**config.mk**
```make
export PLATFORM = sky130hd
export DESIGN_NAME = white_blob_centroid_steer_core
export DESIGN_NICKNAME = d
export VERILOG_FILES = /design/src/sv/wbcs_pkg.sv /design/src/sv/wbcs_div.sv /design/src/sv/white_blob_centroid_steer_core.sv
export SDC_FILE = /design/constraint.sdc
export NUM_CORES = 1
export LEC_CHECK = 0
export BUFFER_PORTS_ARGS = -buffer_cell sky130_fd_sc_hd__buf_2
export CAP_MARGIN = 20
export CORE_MARGIN = 3
export CORE_UTILIZATION = 60
export DETAILED_ROUTE_END_ITERATION = 6
export PLACE_DENSITY = 0.8
export SLEW_MARGIN = 20
export SYNTH_ARGS = -nofsm -noshare
export SYNTH_HDL_FRONTEND = slang
export SYNTH_SLANG_ARGS = --single-unit
```
**constraint.sdc**
```tcl
create_clock -name clk -period 10.96 [get_ports clk]
set_clock_uncertainty 0.05 [all_clocks]
set_input_delay 0 -clock clk [delete_from_list [all_inputs] [get_ports clk]]
set_output_delay 0 -clock clk [all_outputs]
set_load 0.03 [all_outputs]
```
**src/sv/wbcs_pkg.sv**
```systemverilog
`default_nettype none

package wbcs_pkg;

  localparam int PIX_W    = 8;
  localparam int STRIDE_W = 13;
  localparam int OFFS_W   = 14;
  localparam int SPEED_W  = 13;
  localparam int TURN_W   = 16;
  localparam int COUNT_W  = 23;
  localparam int SUM_W    = 35;
  localparam int QC_W     = 15;

  localparam int DIV_DVD_W = SUM_W;
  localparam int DIV_DVS_W = COUNT_W;
  localparam int DIV_CNT_W = $clog2(DIV_DVD_W);

  localparam logic [PIX_W-1:0]    WHITE_LEVEL   = 8'hFF;
  localparam logic [STRIDE_W-1:0] STRIDE_RESET  = 13'd2400;
  localparam logic [STRIDE_W-1:0] STRIDE_MIN    = 13'd3;
  localparam logic [STRIDE_W-1:0] MAX_ROW_BYTES = 13'd6144;
  localparam logic [STRIDE_W-1:0] MEAN_MAX      = 13'd8191;
  localparam logic [SPEED_W-1:0]  SPEED_Q14     = 13'd4915;
  localparam logic [QC_W-1:0]     Q14_ONE       = 15'd16384;
  localparam logic [COUNT_W-1:0]  COUNT_MAX     = {COUNT_W{1'b1}};
  localparam logic [SUM_W-1:0]    SUM_MAX       = {SUM_W{1'b1}};
  localparam logic [OFFS_W-1:0]   OFFS_NONE     = {OFFS_W{1'b1}};

  typedef enum logic [2:0] {
    ST_IDLE,
    ST_MEAN,
    ST_SETUP,
    ST_TURN,
    ST_DONE
  } state_t;

endpackage

`default_nettype wire

```
**src/sv/wbcs_div.sv**
```systemverilog
`default_nettype none

module wbcs_div
  import wbcs_pkg::*;
(
  input  wire logic                 clk,
  input  wire logic                 rst,
  input  wire logic                 start,
  input  wire logic [DIV_DVD_W-1:0] dividend,
  input  wire logic [DIV_DVS_W-1:0] divisor,
  output logic                      done,
  output logic      [DIV_DVD_W-1:0] quotient
);

  logic [DIV_DVS_W-1:0] rem;
  logic [DIV_DVS_W-1:0] dvs;
  logic [DIV_CNT_W-1:0] cnt;
  logic                 run;
  logic [DIV_DVS_W:0]   partial;
  logic [DIV_DVS_W+1:0] trial;

  assign partial = {rem, quotient[DIV_DVD_W-1]};
  assign trial   = {1'b0, partial} - {2'b00, dvs};

  always_ff @(posedge clk) begin
    if (rst) begin
      run  <= 1'b0;
      done <= 1'b0;
      cnt  <= '0;
    end else begin
      done <= 1'b0;
      if (start) begin
        run <= 1'b1;
        cnt <= '0;
      end else if (run) begin
        cnt <= cnt + 1'b1;
        if (cnt == DIV_CNT_W'(DIV_DVD_W - 1)) begin
          run  <= 1'b0;
          done <= 1'b1;
        end
      end
    end
  end

  always_ff @(posedge clk) begin
    if (start) begin
      quotient <= dividend;
      rem      <= '0;
      dvs      <= divisor;
    end else if (run) begin
      if (!trial[DIV_DVS_W+1]) begin
        rem      <= trial[DIV_DVS_W-1:0];
        quotient <= {quotient[DIV_DVD_W-2:0], 1'b1};
      end else begin
        rem      <= partial[DIV_DVS_W-1:0];
        quotient <= {quotient[DIV_DVD_W-2:0], 1'b0};
      end
    end
  end

endmodule

`default_nettype wire

```
**src/sv/white_blob_centroid_steer_core.sv**
```systemverilog
// Channel   Direction  Handshake                  Payload
// pixel     in         pixel_valid / pixel_stall  red, green, blue, frame_end
// result    out        result_valid / result_stall found, centroid_offset,
//                                                  forward_speed, turn_rate
// cfg       in         cfg_valid / cfg_ready      row_bytes
//
// Ordinary pixels transfer one per cycle while the core is idle. A frame_end pixel
// whose frame has white pixels off column zero holds pixel_stall through two passes
// of the shared radix-2 divider (mean, then turn rate), the setup state and the result load.
// A frame_end pixel without such white pixels stalls the input through the result load.
// Synchronous reset clears control state and loads row_bytes 2400.
// A stalled result holds in the output register and stretches the next result load.
`default_nettype none

module white_blob_centroid_steer_core
  import wbcs_pkg::*;
(
  input  wire logic                       clk,
  input  wire logic                       rst,
  input  wire logic                       pixel_valid,
  output logic                            pixel_stall,
  input  wire logic [PIX_W-1:0]           red,
  input  wire logic [PIX_W-1:0]           green,
  input  wire logic [PIX_W-1:0]           blue,
  input  wire logic                       frame_end,
  output logic                            result_valid,
  input  wire logic                       result_stall,
  output logic                            found,
  output logic signed [OFFS_W-1:0]        centroid_offset,
  output logic        [SPEED_W-1:0]       forward_speed,
  output logic signed [TURN_W-1:0]        turn_rate,
  input  wire logic                       cfg_valid,
  output logic                            cfg_ready,
  input  wire logic [STRIDE_W-1:0]        row_bytes
);

  state_t state, state_next;

  logic [STRIDE_W-1:0] stride_cfg;
  logic [STRIDE_W-1:0] stride;
  logic [STRIDE_W-1:0] stride_lat;
  logic [STRIDE_W-1:0] column_offset;
  logic [COUNT_W-1:0]  white_count;
  logic [SUM_W-1:0]    column_sum;
  logic [STRIDE_W-1:0] mean;
  logic                neg;
  logic                res_found;
  logic signed [TURN_W-1:0] res_turn;

  logic                pixel_xfer;
  logic                white;
  logic [SUM_W:0]      sum_add;
  logic [SUM_W-1:0]    sum_next;
  logic [COUNT_W-1:0]  count_next;
  logic [STRIDE_W:0]   off_add;
  logic [STRIDE_W-1:0] offset_next;
  logic                hit;
  logic                out_free;

  logic signed [QC_W-1:0] diff;
  logic [QC_W-2:0]        diff_mag;
  logic [2*(QC_W-1)-1:0]  num_mag;
  logic [QC_W-1:0]        q_turn;

  logic                 div_start;
  logic                 div_done;
  logic [DIV_DVD_W-1:0] div_dividend;
  logic [DIV_DVS_W-1:0] div_divisor;
  logic [DIV_DVD_W-1:0] div_quotient;

  assign cfg_ready = 1'b1;

  always_ff @(posedge clk) begin
    if (rst) begin
      stride_cfg <= STRIDE_RESET;
    end else if (cfg_valid && cfg_ready) begin
      stride_cfg <= row_bytes;
    end
  end

  always_comb begin
    if (stride_cfg < STRIDE_MIN) begin
      stride = STRIDE_MIN;
    end else if (stride_cfg > MAX_ROW_BYTES) begin
      stride = MAX_ROW_BYTES;
    end else begin
      stride = stride_cfg;
    end
  end

  assign pixel_xfer = pixel_valid && !pixel_stall;
  assign white      = (red == WHITE_LEVEL) && (green == WHITE_LEVEL) && (blue == WHITE_LEVEL);
  assign sum_add    = {1'b0, column_sum} + (SUM_W + 1)'(column_offset);

  always_comb begin
    sum_next   = column_sum;
    count_next = white_count;
    if (white) begin
      sum_next = (sum_add > {1'b0, SUM_MAX}) ? SUM_MAX : sum_add[SUM_W-1:0];
      if (white_count != COUNT_MAX) begin
        count_next = white_count + 1'b1;
      end
    end
  end

  assign off_add     = {1'b0, column_offset} + (STRIDE_W + 1)'(3);
  assign offset_next = (off_add >= {1'b0, stride}) ? '0 : off_add[STRIDE_W-1:0];
  assign hit         = (sum_next != '0) && (count_next != '0);
  assign out_free    = !result_valid || !result_stall;

  always_ff @(posedge clk) begin
    if (rst) begin
      column_offset <= '0;
      white_count   <= '0;
      column_sum    <= '0;
    end else if (pixel_xfer) begin
      if (frame_end) begin
        column_offset <= '0;
        white_count   <= '0;
        column_sum    <= '0;
      end else begin
        column_offset <= offset_next;
        white_count   <= count_next;
        column_sum    <= sum_next;
      end
    end
  end

  assign diff     = $signed({2'b00, stride_lat}) - $signed({1'b0, mean, 1'b0});
  assign diff_mag = diff[QC_W-1] ? (QC_W-1)'(-diff) : diff[QC_W-2:0];
  assign num_mag  = {diff_mag, {(QC_W-1){1'b0}}};
  assign q_turn   = (div_quotient > DIV_DVD_W'(Q14_ONE)) ? Q14_ONE : div_quotient[QC_W-1:0];

  always_ff @(posedge clk) begin
    if (rst) begin
      state <= ST_IDLE;
    end else begin
      state <= state_next;
    end
  end

  always_comb begin
    state_next = state;
    case (state)
      ST_IDLE: begin
        if (pixel_xfer && frame_end) begin
          state_next = hit ? ST_MEAN : ST_DONE;
        end
      end
      ST_MEAN: begin
        if (div_done) begin
          state_next = ST_SETUP;
        end
      end
      ST_SETUP: state_next = ST_TURN;
      ST_TURN: begin
        if (div_done) begin
          state_next = ST_DONE;
        end
      end
      ST_DONE: begin
        if (out_free) begin
          state_next = ST_IDLE;
        end
      end
      default: state_next = ST_IDLE;
    endcase
  end

  always_comb begin
    pixel_stall  = 1'b1;
    div_start    = 1'b0;
    div_dividend = sum_next;
    div_divisor  = count_next;
    case (state)
      ST_IDLE: begin
        pixel_stall = 1'b0;
        div_start   = pixel_valid && frame_end && hit;
      end
      ST_SETUP: begin
        div_start    = 1'b1;
        div_dividend = DIV_DVD_W'(num_mag);
        div_divisor  = DIV_DVS_W'(stride_lat);
      end
      default: begin
        pixel_stall = 1'b1;
      end
    endcase
  end

  wbcs_div u_div (
    .clk      (clk),
    .rst      (rst),
    .start    (div_start),
    .dividend (div_dividend),
    .divisor  (div_divisor),
    .done     (div_done),
    .quotient (div_quotient)
  );

  always_ff @(posedge clk) begin
    case (state)
      ST_IDLE: begin
        if (pixel_xfer && frame_end) begin
          stride_lat <= stride;
          res_found  <= hit;
        end
      end
      ST_MEAN: begin
        if (div_done) begin
          mean <= (div_quotient > DIV_DVD_W'(MEAN_MAX)) ?
                  MEAN_MAX : div_quotient[STRIDE_W-1:0];
        end
      end
      ST_SETUP: neg <= diff[QC_W-1];
      ST_TURN: begin
        if (div_done) begin
          res_turn <= neg ? -$signed({1'b0, q_turn}) : $signed({1'b0, q_turn});
        end
      end
      default: ;
    endcase
  end

  always_ff @(posedge clk) begin
    if (rst) begin
      result_valid <= 1'b0;
    end else if (state == ST_DONE && out_free) begin
      result_valid <= 1'b1;
    end else if (result_valid && !result_stall) begin
      result_valid <= 1'b0;
    end
  end

  always_ff @(posedge clk) begin
    if (state == ST_DONE && out_free) begin
      found           <= res_found;
      centroid_offset <= res_found ? $signed({1'b0, mean}) : $signed(OFFS_NONE);
      forward_speed   <= res_found ? SPEED_Q14 : '0;
      turn_rate       <= res_found ? res_turn : '0;
    end
  end

  a_result_from_done: assert property (@(posedge clk) disable iff (rst)
    $rose(result_valid) |-> $past(state == ST_DONE))
    else $error("result raised outside result load");

  a_div_done_state: assert property (@(posedge clk) disable iff (rst)
    div_done |-> (state == ST_MEAN || state == ST_TURN))
    else $error("divider finished outside a divide state");

  a_frame_clear: assert property (@(posedge clk) disable iff (rst)
    pixel_xfer && frame_end |=>
      (white_count == '0 && column_sum == '0 && column_offset == '0))
    else $error("accumulators not cleared after frame end");

  a_found_fields: assert property (@(posedge clk) disable iff (rst)
    result_valid && found |-> (forward_speed == SPEED_Q14 && !centroid_offset[OFFS_W-1]))
    else $error("found result carries wrong speed or negative offset");

endmodule

`default_nettype wire

```
After elaboration in Yosys (flattened, before gate mapping)
Cells that the tools add are included.

Add/sub/neg operators: 8. Multiply operators: 0. Divide/modulo/power cells: 0. Order comparisons: 6. Eq/ne operators: 13. Shift operators: 0. Mux-type cells: 35. Bitwise operators: 1. Reduce and logical (&&, ||, !) cells: 23.

Operators with widths (number): $mux W35 (6); $mux W23 (4); $mux W13 (6); $add A35 B13 Y36 (1); $gt A36 B35 Y1 const B (1); $gt A35 B13 Y1 const B (1); $gt A35 B15 Y1 const B (1); $reduce_bool A35 Y1 (1); $mux W15 (2); $mux W14 (2); $sub A24 B23 Y25 (1); $eq A8 B8 Y1 const B (3); $add A23 B1 Y23 const B (1); $ne A23 B23 Y1 const B (1); $reduce_bool A23 Y1 (1); $neg A15 Y16 (1); $mux W3 (5); $pmux W3 S5 (1); $sub A13 B14 Y15 (1); $add A13 B2 Y14 const B (1); $ge A14 B13 Y1 (1); $neg A14 Y14 (1); $gt A13 B13 Y1 const B (1); $lt A13 B2 Y1 const B (1); other kinds (19) (41).

Register bits after elaboration: 265. Bits in latches: 0. RAM bits: 0. Memory bits (read-only): 0. Input port bits: 43. Output and inout bits: 47. Word-level logic and storage cells: 110. Memories kept: 0.

Logic depth before layout (Yosys ltp)
Gate-level depths: netlist of run 1.

Depth in word-level cells: 9. Gate-level depth with buffers: 18. Mapped depth without buffers: 17.

By module
From an unflattened synthesis of run 1, not the netlist that was laid out.

Cell total of the unflattened synthesis: 1813. Area, all modules: 15955.3 um^2.

By module, submodules not included: white_blob_centroid_steer_core (times used 1, cells each 1354, area an instance 11125.7 um^2, sequential area each 4013.8 um^2); wbcs_div (times used 1, cells each 459, area an instance 4829.6 um^2, sequential area each 2362.3 um^2).

Least setup slack after synthesis of run 1
Ideal clock, no wire load.

Path type: reg-to-reg. From: register column_offset[0]. To: register u_div.quotient[0] (enable). Setup time: 0.393 ns. Data arrival time: 3.983 ns. Required time: 10.517 ns. Setup slack: 6.534 ns. Stages on the path, launching flop included: 15. Buffers on the path: 1. Period minus slack after synthesis: 4.426 ns. Cell sequence: dfxtp_1 ha_1 inv_1 fa_1 nand2b_1 a21oi_2 o2111ai_1 a21o_1 or4_1 nand3_1 nand4b_1 nor3_2 nor3_2 buf_4 or3_1.

Cells in the longest elaborated chain, start to end: 9.

Ends and longest elaborated chain: start: declaration (line white_blob_centroid_steer_core.sv:42) `logic [STRIDE_W-1:0] column_offset;`; start signal: assignment (line white_blob_centroid_steer_core.sv:122) `column_offset <= offset_next;`; $add A35 B13 Y36 (*) (line white_blob_centroid_steer_core.sv:93) `assign sum_add = {1'b0, column_sum} + (SUM_W + 1)'(column_offset);`; $gt A36 B35 Y1 (line white_blob_centroid_steer_core.sv:99) `sum_next = (sum_add > {1'b0, SUM_MAX}) ? SUM_MAX : sum_add[SUM_W-1:0];`; $mux W35 (*) (line white_blob_centroid_steer_core.sv:99); $mux W35 (*) (line white_blob_centroid_steer_core.sv:98) `if (white) begin`; $reduce_bool A35 Y1 (*) (line white_blob_centroid_steer_core.sv:108) `assign hit = (sum_next != '0) && (count_next != '0);`; $logic_and A1 B1 Y1 (*) (line white_blob_centroid_steer_core.sv:108); $logic_and A1 B1 Y1 (*) (line white_blob_centroid_steer_core.sv:178) `div_start = pixel_valid && frame_end && hit;`; $pmux W1 S2 (*) (line white_blob_centroid_steer_core.sv:175) `case (state)`; $reduce_bool A2 Y1 (no line) (*); end signal: assignment (line wbcs_div.sv:47) `quotient <= dividend;`; end signal: assignment (line wbcs_div.sv:53) `quotient <= {quotient[DIV_DVD_W-2:0], 1'b1};`; end signal: assignment (line wbcs_div.sv:56) `quotient <= {quotient[DIV_DVD_W-2:0], 1'b0};`; end: declaration (line wbcs_div.sv:12) `output logic [DIV_DVD_W-1:0] quotient`.

Mark *: on every way between the ends. The rest lies on a longest branch, timed or not. A chain may end at the register's enable or synchronous reset.

Worst setup path after layout of run 1
From: register column_offset[0]. To: register u_div.quotient[14] (data pin).

Cells in the longest elaborated chain, start to end: 9. Elaborated cells on any way between the ends: 10. Classes of those cells: 1 x add/sub; 1 x order compare; 5 x mux; 3 x reduce/logical.

Ends and longest elaborated chain: $add A35 B13 Y36 (*) (line white_blob_centroid_steer_core.sv:93); $gt A36 B35 Y1 (line white_blob_centroid_steer_core.sv:99); $mux W35 (*) (line white_blob_centroid_steer_core.sv:99); $mux W35 (*) (line white_blob_centroid_steer_core.sv:98); $reduce_bool A35 Y1 (line white_blob_centroid_steer_core.sv:108); $logic_and A1 B1 Y1 (line white_blob_centroid_steer_core.sv:108); $logic_and A1 B1 Y1 (line white_blob_centroid_steer_core.sv:178); $pmux W1 S2 (line white_blob_centroid_steer_core.sv:175); $mux W35 (*) (line wbcs_div.sv:46) `if (start) begin`.

Marked as above.

==> flow_metrics.tcl, run 1 <==
set metrics [dict create \
    status "complete, no violations" \
    worstMarginPinSlew_ns 1.08 \
    hold_viol 0 \
    cp_num_cells 16 \
    maxSlewViolCount 0 \
    clock_sinks 252 \
    syn_avg_cell_area_um2 8.84 \
    start_util_pct 61.5 \
    fmax_ghz 0.180 \
    start_kind "register" \
    reg2reg_depth 16 \
    critical_path.endpoint_type "register" \
    routed_wl_mm 40.8 \
    synth_seq_area_share_pct 40.8 \
    first_global_vias 12689 \
    grt_max_degree 86 \
    rr_startpoint "column_offset[0]" \
    peakVddDrop_v 0.000127 \
    r2r_setup_slack_ns 5.40 \
    syn_to_final_growth_pct 11.5 \
    fin_crit_ns 5.56 \
    core_area_um2 25400 \
    die_y_um 167 \
    syn_area_um2 15600 \
    tns_ns 0 \
    p_per_area_nw_per_um2 138 \
    p_total_mw 2.41 \
    critPathMaxFanout 37 \
    cts_tree "yes" \
    synth_seq_cells 252 \
    numCtsBuffers 28 \
    worstPathArrival_ns 5.90 \
    antenna_found_initial 0 \
    period_share_pct 50.7 \
    setup_viol 0 \
    whs_ns 0.108 \
    crit_start "column_offset[0]" \
    power_leakage_nw 6.85 \
    clk_pin_slew_ns 0.07 \
    maxSlewHeadroom_pct 27.9 \
    clk_path_buf_depth 3 \
    rsz0062_at_grt "false" \
    hpwl_mm 28.6 \
    crit_chain "ha_1, inv_1, fa_1, nand2b_1, a21oi_2, o2111ai_1, a211oi_1, buf_4, a41oi_1, a211oi_1, nand4b_1, nor3_2, nor3_4, nor2_2, inv_2, o211ai_1" \
    synthArstFlopShare_pct 0 \
    grt_overflow_total 0 \
    place.gp.congestion 0.963 \
    critPathCapture "u_div.quotient[14]" \
    synth_edf_count 133 \
    synth_top_flop_cell "edfxtp_1" \
    first_pass_iters 6 \
    track_usage_pct 28.4 \
    critPathKind "register to register" \
    final_antenna_net_count 0 \
    synth_top_area_share_pct 25.6 \
    cap_viol_max_count 0 \
    synthTopCellsByArea "edfxtp_1 26%, dfxtp_1 15%, ha_1 5.4%" \
    synthCells 1767 \
    grt_pass1_wl_mm 65.7 \
    io_pins 90 \
    slowest_delay_ns 0.82 \
    rows 58 \
    cpMostUsedCell "a211oi_1" \
    via_count 13615 \
    clk_latency_ns 0.56 \
    timing.rr.end "u_div.quotient[14]" \
    viasPerCell 6.28 \
    dieArea_um2 28000 \
    synth_cell_types 78 \
    htree_levels 1 \
    crit_path_top_delay_cell "nor2_2" \
    n_antenna_cell 0 \
    cp.required_ns 11.30 \
    ctsRootBufferMaster "clkbuf_16" \
    drt_iter0_drc 1582 \
    synth_warnings 0 \
    dp_cells 2084 \
    critPathBufInv 3 \
    drive_gt1_share_pct 10.0 \
    hp-class "primary input to register" \
    cts_setup_buffers 0 \
    finalNonFillerCells 2169 \
    synth_top_area_cell "edfxtp_1" \
    avgRoutedWirePerCell_um 18.8 \
    nNetsFinal 1930 \
    io_buffers 82 \
    fp.dieW_um 167 \
    worst_path_dominant_cell_family "compound AO/OA/AOI/OAI gates" \
    remaining_drc_errors 0 \
]
## synth_stat cells, drive strengths merged, types with 14 or more instances
library cell and number:
a311oi 14, nor3 43, o211a 20, nor2 206, xnor2 52, o21ai 74, and3 22, nand2 174
and2 38, or3 23, xor2 50, mux2i 42, nand3 44, a22oi 29, edfxtp 133, ha 67
o211ai 29, a31oi 19, a211oi 19, inv 82, nor4 17, nand4 32, clkbuf 82, a21o 27
nand2b 29, a21oi 110, buf 34, dfxtp 119
## power breakdown
group	switching [mW]	total (mW)	internal (mW)	leakage, nW
sequential	0.0335	1.06	1.03	2.18
combinational	0.198	0.348	0.150	4.19
clock	0.415	0.998	0.584	0.483
total	0.646	2.41	1.76	6.85
## cell families (layout without fill, tap and decap cells)
group / count (synthesis) / in the layout / synth area share [%]
and+or+nand+nor: 666 / 666 / 20.6
other: 2 / 7 / 0.0481
xor gates and xnor gates: 102 / 102 / 5.72
adders and majority gates: 70 / 70 / 5.75
AOI/OAI and AO/OA: 429 / 429 / 18.6
DFF: 252 / 252 / 40.8
buffers and inverters: 198 / 265 / 5.25
muxes: 48 / 48 / 3.12
## area by class of cell
class | instances | area [um^2]
clock buffer | 36 | 781
clock inverter | 16 | 208
fill | 1963 | 7990
inverter | 82 | 308
multi-input combinational | 1322 | 8470
sequential | 252 | 6380
tap | 330 | 413
timing repair buffer | 131 | 858
## worst min-delay path by stage
| stage | from | to | cells past startpoint |
|---|---|---|---|
| 2_1_floorplan | row_bytes[5] | stride_cfg[5] | 2 |
| 3_3_place_gp | row_bytes[8] | stride_cfg[8] | 3 |
| 3_5_place_dp | row_bytes[11] | stride_cfg[11] | 3 |
| 4_1_cts | pixel_valid | column_sum[1] | 5 |
| 5_1_grt | pixel_valid | column_sum[1] | 5 |
| 6_report | pixel_valid | column_sum[1] | 5 |
## stage by stage
| stage | util (%) | area, um^2 | setup WS [ns] |
|---|---|---|---|
| 2_1_floorplan | - | 15600 | 6.53 |
| 3_3_place_gp | 63.3 | 16100 | 5.57 |
| 3_5_place_dp | 63.3 | 16100 | 5.50 |
| 4_1_cts | 68.5 | 17400 | 5.44 |
| 5_1_grt | 68.5 | 17400 | 4.90 |
| 6_report | 68.5 | 17400 | 5.40 |
## registers in the layout, indices dropped and copies added, names as in the netlist, 6 cells and up
| register | count |
|---|---|
| u_div.rem | 23 |
| u_div.quotient | 35 |
| stride_cfg | 13 |
| u_div.dvs | 23 |
| centroid_offset | 14 |
| mean | 13 |
| stride_lat | 13 |
| column_sum | 35 |
| u_div.cnt | 6 |
| white_count | 23 |
| turn_rate | 16 |
| column_offset | 13 |
| res_turn | 16 |
## routing by layer
| layer | global-route usage, % | wire [um] |
|---|---|---|
| met5 | 0 | 0 |
| met4 | 10.6 | 1630 |
| met3 | 5.36 | 3810 |
| met2 | 44.5 | 17800 |
| met1 | 39.5 | 17600 |
## cell usage in the layout (no fill, tap or decap), types with 29 or more instances in the layout
cell	synthesis	routed
nor3_1	34	34
nand3_1	44	44
a21oi_1	107	106
inv_1	81	81
nand2b_1	29	29
and2_1	37	37
nand4_1	32	32
ha_1	67	67
o211ai_1	29	29
dfxtp_1	119	118
nand2_1	174	174
dlygate4sd3_1	0	32
mux2i_1	42	42
nor2_1	205	204
edfxtp_1	133	133
xor2_1	50	50
a22oi_1	29	29
buf_2	12	82
xnor2_1	52	52
o21ai_0	60	60
## timing repair
item | 4_1_cts | 5_1_grt
hold buffers | 32 | 0
resized for setup | 0 | 0
hold endpoints to repair | 19 | 0
## tightest hold or removal path, delay by kind of cell
family	cells	cell delay [ns]
AOI/OAI and AO/OA	1	0.06
buffers and inverters	2	0.39
and+or+nand+nor	2	0.18
Power figures use the tool's default switching activity.
==> inputs of run 2 (changes only) <==
- clock period: 10.96 -> 5.6 ns (I/O delays scaled with it)
==> run 2 against run 1 <==
  * The run now ends with design-rule violations left
  * Worst hold slack got worse by 0.028 ns
  * Sequential share of layout area up 0.14 points
  * Sequential power rose by 95%
  * Utilization fell by 0.26 points
  * Final cell count unchanged
  * Via count about the same
  * Critical path depth decreased by 1
  * Cell area is 0.38% lower
==> flow_metrics.tcl, run 2 (synthesized netlist as in run 1, its figures left out) <==
set metrics [dict create \
    p_total_mw 4.56 \
    hpwl_mm 29.0 \
    avgRoutedWirePerCell_um 18.9 \
    switchingPower_mw 1.23 \
    clk_path_buf_depth 3 \
    period_share_pct 86.9 \
    critical_path.endpoint_type "register" \
    viasPerCell 6.28 \
    cp.required_ns 5.84 \
    core_area_um2 25400 \
    hold_depth 5 \
    fmax_ghz 0.206 \
    maxSlewViolCount 0 \
    dp_cells 2089 \
    track_usage_pct 28.3 \
    r2r_setup_slack_ns 0.73 \
    p_int_mw 3.33 \
    first_global_vias 12393 \
    htree_levels 1 \
    drt_iter0_drc 1461 \
    reg2reg_depth 15 \
    fin_ws_ns 0.734 \
    cts_setup_buffers 0 \
    critPathMaxFanout 37 \
    die_y_um 167 \
    violations "design-rule violations" \
    fin_crit_ns 4.87 \
    setup_viol 0 \
    clock_sinks 252 \
    worstPathArrival_ns 5.10 \
    rsz0062_at_grt "false" \
    final_cell_mix "205 x nor2_1, 174 x nand2_1, 133 x edfxtp_1, 118 x dfxtp_1, 106 x a21oi_1" \
    n_antenna_cell 0 \
    maxSlewHeadroom_pct 25.2 \
    antenna_found_initial 0 \
    crit_chain "ha_1, inv_1, fa_1, nand2b_1, a21oi_2, o2111ai_1, a21o_1, or4_1, nand3_1, nand4b_1, nor3_2, nor3_4, nor2_2, inv_2, o211ai_1" \
    status "finished, violations left" \
    power_leakage_nw 6.84 \
    cap_viol_max_count 0 \
    cts.repair.resized 0 \
    dieArea_um2 28000 \
    start_util_pct 61.5 \
    p_per_area_nw_per_um2 263 \
    p_comb_share_pct 14.9 \
    ctsRootBufferMaster "clkbuf_16" \
    io_buffers 82 \
    hold_viol 0 \
    fillers 1973 \
    top_regs "column_sum x35, u_div.quotient x35" \
    cts_tree "yes" \
    worstMarginPinSlew_ns 1.12 \
    critPathKind "register to register" \
    power_frac_seq_pct 45.4 \
    pwr-share-clk_pct 39.7 \
    hp-class "primary input to register" \
    final_antenna_net_count 0 \
    nNetsFinal 1930 \
    swShare_pct 27.0 \
    place_worst_setup_slack_ns 0.844 \
    slowest_delay_ns 0.61 \
    routed_wl_mm 41.0 \
    io_pins 90 \
    tns_ns 0 \
    grt_max_degree 92 \
    peakVddDrop_v 0.000240 \
    fp.dieW_um 167 \
    via_count 13619 \
    numCtsBuffers 28 \
    first_pass_iters 7 \
    place.gp.congestion 0.963 \
    syn_to_final_growth_pct 11.1 \
    start_kind "register" \
    drive_gt1_share_pct 10.0 \
    final_common_cell "nor2_1" \
    grt_pass1_wl_mm 65.8 \
    crit_path_top_delay_cell "inv_2" \
    clk_latency_ns 0.56 \
    finalNonFillerCells 2169 \
    rows 58 \
    grt_overflow_total 0 \
    remaining_drc_errors 5 \
    clk_pin_slew_ns 0.06 \
]
run 2: path summary, 6_finish.rpt:
path	startpoint	endpoint
worst max-delay path	column_offset[0]	u_div.quotient[14]
worst min-delay path	pixel_valid	column_sum[13]
worst max register to register	column_offset[0]	u_div.quotient[14]
worst min register to register	state[2]	state[1]
run 2: stage by stage:
stage / util (%) / instance area, um^2 / hold WS [ns]
floorplan: - / 15600 / 0.0789
global placement: 63.5 / 16100 / 0.164
detailed placement: 63.5 / 16100 / 0.170
CTS: 68.3 / 17300 / 0.0634
global route: 68.3 / 17300 / 0.132
finish: 68.3 / 17300 / 0.0802
run 2: power by group through the flow:
stage	Clock, mW	Combinational (mW)	Sequential [mW]
finish	1.81	0.680	2.07
global route	1.90	0.754	2.08
CTS	1.83	0.674	2.07
global placement	0	0.630	2.11
floorplan	0	0.517	2.10
detailed placement	0	0.653	2.11
run 2: what timing repair did:
action	in CTS	in global routing
hold buffers	28	0
setup endpoints to repair	0	0
hold endpoints to repair	46	0
run 2: metal layers:
metal | GRT usage, % | share of wire [%] | wire [um] | vias to the layer above
met4 | 6.76 | 2.4 | 970 | 0
met2 | 44.7 | 45 | 18400 | 651
met3 | 4.44 | 9.1 | 3750 | 81
met1 | 41.3 | 44 | 17900 | 6396
li1 | - | - | - | 6491
met5 | 0 | 0 | 0 | -
run 2: final cells by class:
cell class	count	area (um^2)	share of cell area (%)
inverter	82	308	1.77
timing repair buffer	131	861	4.96
tap	330	413	2.38
multi-input combinational	1322	8460	48.8
clock inverter	15	106	0.613
clock buffer	37	816	4.70
sequential	252	6380	36.8
run 2: critical path, delay by kind of cell (launching register included):
family	cells	cell delay [ns]
AO/OA/AOI/OAI	4	1.16
adder cells (fa/ha/maj)	2	0.59
buffers and inverters	2	0.66
flip-flops	1	0.41
AND/OR/NAND/NOR	7	1.73
